[config.mk]
export PLATFORM = sky130hd
export DESIGN_NAME = ato_isqrt
export DESIGN_NICKNAME = d
export VERILOG_FILES = /design/src/sv/ato_sqrt_cell.sv /design/src/sv/ato_isqrt.sv
export SDC_FILE = /design/constraint.sdc
export NUM_CORES = 1
export LEC_CHECK = 0
export ABC_AREA = 1
export BUFFER_PORTS_ARGS = -buffer_cell sky130_fd_sc_hd__buf_4
export CAP_MARGIN = 0
export CORE_ASPECT_RATIO = 0.7
export CORE_MARGIN = 2
export CORE_UTILIZATION = 55
export CTS_BUF_LIST = sky130_fd_sc_hd__clkbuf_4
export DETAILED_ROUTE_END_ITERATION = 16
export MAX_ROUTING_LAYER = met4
export PLACE_DENSITY = 0.71
export SYNTH_ARGS = -nofsm -noshare
export SYNTH_HDL_FRONTEND = slang
export SYNTH_HIERARCHICAL = 1
export SYNTH_SLANG_ARGS = --single-unit
[constraint.sdc]
create_clock -name clk -period 2.85 [get_ports clk]
set_clock_uncertainty 0.15 [all_clocks]
set_input_delay 0.57 -clock clk [delete_from_list [all_inputs] [get_ports clk]]
set_output_delay 0.57 -clock clk [all_outputs]
set_load 0.05 [all_outputs]
[src/sv/ato_sqrt_cell.sv]
// ----------------------------------------------------------------------------
// Tilt orientation square root cell
// One restoring digit step of an integer square root: takes two radicand
// bits and decides one root bit.
// ----------------------------------------------------------------------------
module ato_sqrt_cell #(
	parameter int QW = 16
) (
	input  logic            clk,
	input  logic            en,
	input  logic [2*QW-1:0] rad,
	input  logic [QW+1:0]   rem,
	input  logic [QW-1:0]   root,
	output logic [2*QW-1:0] rad_nx,
	output logic [QW+1:0]   rem_nx,
	output logic [QW-1:0]   root_nx
);

	logic [2*QW-1:0] rad_q;
	logic [QW+1:0]   rem_q;
	logic [QW-1:0]   root_q;
	logic [QW+1:0]   cur;
	logic [QW+1:0]   trial;

	assign cur   = {rem[QW-1:0], rad[2*QW-1 -: 2]};
	assign trial = {root, 2'b01};

	always_ff @(posedge clk) begin
		if (en) begin
			rad_q <= {rad[2*QW-3:0], 2'b00};
			if (cur >= trial) begin
				rem_q  <= cur - trial;
				root_q <= {root[QW-2:0], 1'b1};
			end else begin
				rem_q  <= cur;
				root_q <= {root[QW-2:0], 1'b0};
			end
		end
	end

	assign rad_nx  = rad_q;
	assign rem_nx  = rem_q;
	assign root_nx = root_q;

endmodule

[src/sv/ato_isqrt.sv]
// ----------------------------------------------------------------------------
// Tilt orientation integer square root
// A chain of square root cells, one root bit per cell,
// giving the truncated root.
// ----------------------------------------------------------------------------
module ato_isqrt #(
	parameter int OW = 32
) (
	input  logic            clk,
	input  logic            en,
	input  logic [OW-1:0]   radicand,
	output logic [OW/2-1:0] root
);

	localparam int QW = OW / 2;

	logic [OW-1:0] rad_w  [QW+1];
	logic [QW+1:0] rem_w  [QW+1];
	logic [QW-1:0] root_w [QW+1];

	assign rad_w[0]  = radicand;
	assign rem_w[0]  = '0;
	assign root_w[0] = '0;

	for (genvar i = 0; i < QW; i++) begin : g_cell
		ato_sqrt_cell #(.QW(QW)) u_cell (
			.clk     (clk),
			.en      (en),
			.rad     (rad_w[i]),
			.rem     (rem_w[i]),
			.root    (root_w[i]),
			.rad_nx  (rad_w[i+1]),
			.rem_nx  (rem_w[i+1]),
			.root_nx (root_w[i+1])
		);
	end

	assign root = root_w[QW];

endmodule

==> out/results.ini <==
[routing]
post-route-drc-count = 0
viasPerCell = 5.11
post_drt_wl_per_cell_microns = 15.7
routed_wl_microns = 96900
vias = 31500
postRouteAntennaNets = 0
drtPass1Iterations = 5
drt_iter0_drc = 3373

[setup_path]
critPathTopFamily = compound AO/OA/AOI/OAI gates
crit_path_end_kind = flip-flop
worst_ep_required_time_ns = 3.45
crit_fanout = 15
cpMostUsedCell = nand2_1
critPathKind = reg -> reg
path_buf_inv = 2
critPathMaxStageDelay_ns = 0.53
critical_path.cell_chain = inv_1, ha_1, nand2_1, o21ai_0, a21oi_1, nand2_2, inv_2, nand2_1, nand2_1
crit_path_top_delay_cell = o21ai_0
cp.arrival_ns = 3.25
start_kind = flip-flop

[layout]
syn_to_final_growth_pct = 10.9
drive_above_1_share_pct = 10.7
post-route-util_pct = 61.9
seq_area_sq_um = 22100
stdcell_area_sq_um = 46800
multiInputGateArea_sq_um = 16700
nets = 5364
fillCellCount = 6493
final_cells = 6165

[clocking]
clk_latency_ns = 1.02
clockBufferDepth = 3
cts_tree = built
cts_buffers = 179
ctsResizeCount = 0
cts_max_level = 4
clk_pin_slew_worst_paths_ns = 0.07
clock-root-buffer = clkbuf_4
clock_sinks = 736

[global_routing]
grt_start_max_net_pins = 76
first_global_vias = 28900
grt_usage_pct = 25.5
antenna_found_initial = 2
grt_pass1_wl_microns = 154000
grt-ovfl-total = 0

[timing]
max_freq_mhz = 377
min_period_over_period_pct = 93.0
timing.final.ws_setup_ns = 0.201
rsz0062_at_grt = no
finalCriticalPeriod_ns = 2.65
setup_viol = 0
drv_slew = 0
hold_violations = 0
tightest_slew_ns = 0.586
whs_ns = 0.151
setup_tns_ns = 0
max_slew_margin_pct = 60.5

[logic_synthesis]
avgSynthCellArea_sq_um = 8.97
netlist_instances = 4708
syn_area_sq_um = 42200
synth_warnings = 6

[floorplanning]
die-area_sq_um = 79000
coreArea_sq_um = 75600
die_x_microns = 335
num_io_pins = 50
start_util_pct = 55.9
row_count = 84
die_h_microns = 236

[run_status]
outcome = finished clean

[run]
cap_violations = 0

[placement]
placed_area_sq_um = 44000
dp.cells = 5796
routabilityCongestion = 0.976
io_buffers = 49
post-place-ws_ns = 0.285
detailed_place_hpwl_microns = 73400

[power]
ir_drop_uv = 440
power_density_nw_per_um2 = 953
p_total_mw = 44.6
p_leak_nw = 23.0

[min_path]
hold_path.class = in -> reg

==> path summary, 6_finish.rpt <==
check,endpoint,start,depth (start not counted),slack (ns)
setup / recovery,g_cell[13].u_cell/rem_nx[12],g_cell[12].u_cell/root_nx[14],9,0.20
hold / removal,g_cell[0].u_cell/rad_nx[11],radicand[9],2,0.15
setup reg to reg,g_cell[13].u_cell/rem_nx[12],g_cell[12].u_cell/root_nx[14],9,0.20
hold reg to reg,g_cell[4].u_cell/rad_nx[13],g_cell[3].u_cell/rad_nx[11],0,0.25
==> placed cells by master, fill, tap and decap left out, drive strengths merged, types with 16 or more instances in the layout <==
master and instances:
nor2 219, nand3 322, buf 94, nand2 1763, xor2 111, a21oi 161
ha 288, clkbuf 256, nor3 22, clkinv 46, nand3b 75, inv 835
dlygate4sd3 54, and2 16, nand4 16, edfxtp 736, conb 61, o21ai 67
==> timing repair <==
item                                   CTS  global route
hold buffers                            54             0
endpoints found under the hold margin  251             0
setup buffers                            0             0
==> area by class of cell <==
cell class	count	area share [%]
Sequential cell	736	47.2
Multi-Input combinational cell	3145	35.6
Inverter	832	6.67
Clock buffer	256	4.11
Timing Repair Buffer	148	3.00
Tap cell	989	2.64
Clock inverter	57	0.714
Antenna cell	2	0.0107
==> worst register-to-register path: stages, from the launching register on <==
cell	delay [ns]
edfxtp_1	0.36
inv_1	0.05
ha_1	0.40
nand2_1	0.17
o21ai_0	0.53
a21oi_1	0.11
nand2_2	0.26
inv_2	0.22
nand2_1	0.11
nand2_1	0.06
==> report_power, final <==
part / switching (mW) / leakage (nW) / internal [mW]
registers: 1.26 / 7.24 / 15.0
clock network: 4.23 / 1.32 / 4.41
logic: 13.0 / 14.4 / 6.72
==> per-layer routing <==
layer	track usage [%]	vias to the layer above	wire, microns
li1	-	15900	-
met1	41.2	14400	49600
met2	30.8	1158	35900
met3	6.49	105	10200
met4	6.44	0	1230
met5	-	-	0
==> flip-flops by register name, summed over array words and instances (netlist names) <==
signal and count:
g_cell.u_cell/root_nx 256, g_cell.u_cell/rad_nx 240, g_cell.u_cell/rem_nx 240
(Power assumes the default switching activity.)
